`config.mk`:
```
export PLATFORM = sky130hd
export DESIGN_NAME = s370_ctrl
export DESIGN_NICKNAME = d
export VERILOG_FILES = /design/src/hw/rtl/s370_pkg.sv /design/src/hw/rtl/s370_ctrl.sv
export VERILOG_INCLUDE_DIRS = /design/src /design/src/hw/rtl
export SDC_FILE = /design/constraint.sdc
export NUM_CORES = 1
export LEC_CHECK = 0
export BUFFER_PORTS_ARGS = -buffer_cell sky130_fd_sc_hd__buf_2
export CORE_AREA = 5 5 42 44
export CTS_CLUSTER_DIAMETER = 40
export DETAILED_ROUTE_END_ITERATION = 6
export DIE_AREA = 0 0 47 49
export PLACE_DENSITY = 0.34
export SETUP_SLACK_MARGIN = 0.3
export SLEW_MARGIN = 0
export SYNTH_ARGS = -nofsm -noshare
export SYNTH_HDL_FRONTEND = slang
export SYNTH_SLANG_ARGS = --single-unit
```
`constraint.sdc`:
```
create_clock -name clk -period 1.5 [get_ports clk]
set_clock_uncertainty 0.2 [all_clocks]
set_input_delay 0.3 -clock clk [delete_from_list [all_inputs] [get_ports clk]]
set_output_delay 0.3 -clock clk [all_outputs]
set_load 0.02 [all_outputs]
```
`src/hw/rtl/assert_macros.svh`:
```
// Assertion macros for the RTL files; s370_ctrl.sv includes them.
`ifndef ASSERT_MACROS_SVH
`define ASSERT_MACROS_SVH
`ifndef SYNTHESIS
`define ASSERT_IMPLIES(label, clk, rst_n, a, b) \
  label: assert property (@(posedge clk) disable iff (!rst_n) (a) |-> (b)) \
    else $error("assertion failed");
`define ASSERT_NEXT(label, clk, rst_n, a, b) \
  label: assert property (@(posedge clk) disable iff (!rst_n) (a) |=> (b)) \
    else $error("assertion failed");
`else
`define ASSERT_IMPLIES(label, clk, rst_n, a, b)
`define ASSERT_NEXT(label, clk, rst_n, a, b)
`endif
`endif

```
`src/hw/rtl/s370_pkg.sv`:
```
package s370_pkg;
  localparam logic [1:0] OP_EXEC = 2'd0;
  localparam logic [1:0] OP_LOADB = 2'd1;
  localparam logic [1:0] OP_SETR = 2'd2;

  localparam logic [7:0] OPC_BALR = 8'h05;
  localparam logic [7:0] OPC_BCR = 8'h07;
  localparam logic [7:0] OPC_ST = 8'h50;
  localparam logic [7:0] OPC_L = 8'h58;
  localparam logic [7:0] OPC_A = 8'h5A;
  localparam logic [7:0] OPC_S = 8'h5B;
  localparam logic [7:0] OPC_LR = 8'h18;
  localparam logic [7:0] OPC_LA = 8'h41;
  localparam logic [7:0] OPC_AR = 8'h1A;
  localparam logic [7:0] OPC_MVC = 8'hD2;

  localparam logic [2:0] ST_OK = 3'd0;
  localparam logic [2:0] ST_MISALIGN = 3'd1;
  localparam logic [2:0] ST_UNKNOWN = 3'd2;
  localparam logic [2:0] ST_RANGE = 3'd3;
  localparam logic [2:0] ST_HALT = 3'd4;

  typedef enum logic [2:0] {
    K_NONE = 3'd0, K_DONE = 3'd1, K_LOAD = 3'd2, K_STORE = 3'd3, K_MVC = 3'd4
  } kind_t;

  typedef struct packed {
    logic latch;
    logic mem_step;
    logic finish;
  } ctl_cmd_t;

  typedef struct packed {
    kind_t kind;
    logic last;
  } dp_status_t;
endpackage

```
`src/hw/rtl/s370_ctrl.sv`:
```
`include "assert_macros.svh"
module s370_ctrl (
  input  logic                  clk,
  input  logic                  rst_n,
  input  logic                  start,
  input  s370_pkg::dp_status_t  sts,
  output s370_pkg::ctl_cmd_t    cmd,
  output logic                  busy
);
  import s370_pkg::*;

  typedef enum logic [3:0] {
    S_IDLE = 4'b0001, S_DECODE = 4'b0010, S_MEM = 4'b0100, S_DONE = 4'b1000
  } state_t;

  state_t state_r, state_nxt;

  always_comb begin
    state_nxt = state_r;
    cmd = '0;
    case (state_r)
      S_IDLE: begin
        if (start) begin
          cmd.latch = 1'b1;
          state_nxt = S_DECODE;
        end
      end
      S_DECODE: begin
        if (sts.kind == K_LOAD || sts.kind == K_STORE || sts.kind == K_MVC) begin
          state_nxt = S_MEM;
        end else begin
          state_nxt = S_DONE;
        end
      end
      S_MEM: begin
        cmd.mem_step = 1'b1;
        if (sts.last) begin
          state_nxt = S_DONE;
        end
      end
      S_DONE: begin
        cmd.finish = 1'b1;
        state_nxt = S_IDLE;
      end
      default: state_nxt = S_IDLE;
    endcase
  end

  always_ff @(posedge clk) begin
    if (!rst_n) begin
      state_r <= S_IDLE;
    end else begin
      state_r <= state_nxt;
    end
  end

  assign busy = (state_r != S_IDLE);

  `ASSERT_NEXT(a_start_busy, clk, rst_n, start && !busy, busy)
  `ASSERT_IMPLIES(a_one_cmd, clk, rst_n, 1'b1, $onehot0(cmd))
  `ASSERT_NEXT(a_done_idle, clk, rst_n, cmd.finish, !busy)
endmodule

```
==> metrics.txt <==
CTS tree=built; CP startpoint=state_r[3]; Net Sw Frac=25.55%; post-route antenna net violation count=0; R2R Setup Slk=110 ps; Syn Inst Count=25; Worst Path Buf+Inv=3; CP required=1000 ps; CP delay by family, top=flip-flops; Longest Clk Path Bufs=2; Reg area=87.58 um2; Critical-path top delay cell=dfxtp_2; fillers=147; crit path capture type=output port; Crit Path Max Fanout=2; proportion of layout cells with a drive suffix above 1=80.00%; clock-pin slew on the worst setup and hold paths=30 ps; Net Sw Power=95.26 uW; utilization after layout=39.46%; final setup vio count=4; Starting Density=15.89%; hold endpoint=state_r[3]; Fin. Hold Viols=0; Startpoint Class=flip-flop; DP HPWL=466.9 um; DRC viols=0; Tot GR Track Use=8.099%; P_leak=0.0002303 uW; total congestion overflow=0; yosys warns=0; via density per instance=4.364; die area=0.002303 mm2; detailed router's first-iteration violation count=3; #FFs+latches synth=4; R2R depth=5; Pins Over Slew Limit=0; RSZ-0062 raised after global routing=yes; Critical R2R Launch=state_r[1]; Least-Margin Pin Slew=209.0 ps; routability congestion estimate=0.6757; outcome=complete, but fails checks; antenna violations before repair=0; overall power=372.9 uW; Port-buffer cells=10; mapped cell area=222.7 um2; Setup CP Type=flip-flop to output port; Worst EP arrival=1140 ps; Die Y=49 um; Final min period=1636 ps; syn nets=32; max incr delay on CP=320 ps; TritonCTS buffer count=3; Final WS setup=-136.2 ps; Hold Path Depth=3; nets=59; Critical Path, Cell by Cell=nor4b_4 -> buf_4 -> inv_2 -> buf_6; critical hold path startpoint=rst_n; Area Growth Syn to Fin=148.3%; area of the multi-input gates=219.0 um2; First-pass DRT Iterations=2; CTS Root Cell=clkbuf_4; synthesized area per cell=8.909 um2; clock power share=36.0%; Vias=288; Max-cap violations=0; row cnt=14; vias in the first global route=321; Seq pwr share=31.5%; Slew headroom=86.01%; Clock Latency Late Sink=240 ps; H-tree levels=1; CTS sink cnt=4; Hold Crit Class=input port to flip-flop; biggest regs=state_r: 4 flops; Placeable Area=0.001401 mm2; Post-CTS Hold Buffers=0; Die X-Extent=47 um; Power Dens Cells=674.3 mW/mm2; maximum clock frequency=611.2 MHz; WL final=713 um; largest register by flop count=state_r; max reg flops=4; wire per inst=10.80 um; internal power=277.6 uW; Final Cycle Share=109.1%; count of cell types in the netlist=18; Gate power share=32.6%; largest net degree at the start of global routing=5; I/O pin total=11; Peak supply drop=409.8 uV; first-pass GRT wire length=1345 um; sequential fraction of the synthesis area=35.96%; Ant. Diodes=0; reg2reg end=state_r[2]; failing checks=setup timing
per-stage QoR:
| stage | std cells | hold slack (ps) | setup slack (ps) | TNS [ps] | cell area, um2 |
|---|---|---|---|---|---|
| floorplan | 25 | 232.7 | 161.5 | 0 | 272.8 |
| global placement | 54 | 364.3 | 71.88 | 0 | 365.4 |
| detailed placement | 54 | 364.1 | 43.88 | 0 | 365.4 |
| CTS | 64 | 115.9 | -185.4 | -639.9 | 506.7 |
| global route | 66 | 152.2 | -189.9 | -697.6 | 553.0 |
| finish | 66 | 143.9 | -136.2 | -498.9 | 553.0 |
final cells by class:
| cell class | count | area share, % |
|---|---|---|
| clock buffers | 3 | 4.072 |
| inverters | 1 | 0.6787 |
| multi-input cells | 20 | 39.59 |
| flip-flops and latches | 4 | 15.84 |
| well taps | 16 | 3.620 |
| repair buffers | 22 | 36.20 |
power groups by stage:
stage                     logic, uW  registers [uW]  clock network (uW)
final                           122             117                 134
after global routing            131             118                 152
after CTS                       107             117                 140
after detailed placement       65.9             122                   0
after global placement         65.7             122                   0
after floorplan                38.9             124                   0
worst max-delay path by stage:
stage                   to  cells past startpoint
floorplan           cmd[2]                      2
global placement    cmd[2]                      3
detailed placement  cmd[2]                      3
CTS                   busy                      4
global route          busy                      4
finish                busy                      4
synthesized netlist by cell type (all sizes together):
cell type  n  area [um2]
a21oi      2       10.01
a311oi     1       8.760
and2       1       6.260
and3       1       6.260
dfxtp      4       80.08
inv        1       3.750
nand2      1       3.750
nand2b     3       18.77
nand3b     2       15.01
nor2       1       3.750
nor2b      1       6.260
nor3       1       5.000
nor4b      2       23.77
nor4bb     1       10.01
o21a       1       7.510
o21ai      1       5.000
or3b       1       8.760
cell usage in the layout, fill, tap and decap left out, types with 2 or more instances in the layout:
master and n:
dfxtp_2 3, buf_4 6, nor4b_4 2, a21oi_2 2, buf_2 6, nand3b_1 2
nand2b_4 2, buf_6 8, clkbuf_4 3
worst min-delay path, stage by stage:
cell and delay [ps]:
buf_2 110, nand2_1 90, a21oi_2 30
routing by layer:
metal | wire (um) | share of wire [%] | vias to the layer above | GRT usage [%]
li1 | - | - | 146 | -
met1 | 263 | 37 | 128 | 8.571
met2 | 372 | 52 | 12 | 12.44
met3 | 61 | 8.6 | 2 | 4.428
met4 | 17 | 2.4 | 0 | 4.147
met5 | 0 | 0 | - | 0
cells by family (layout without fill, tap and decap cells):
family,Yosys count,in the layout,share of synthesized area [%]
DFF,4,4,35.96
buffers and inverters,1,26,1.684
AOI/OAI and AO/OA,5,5,14.04
and+or+nand+nor,15,15,48.31
timing repair:
action	in CTS	in global routing
setup endpoints to repair	7	8
gates resized for setup	16	6
pin swaps	8	7
buffers inserted	7	2
Note: power is estimated with default switching activity, not from simulation.
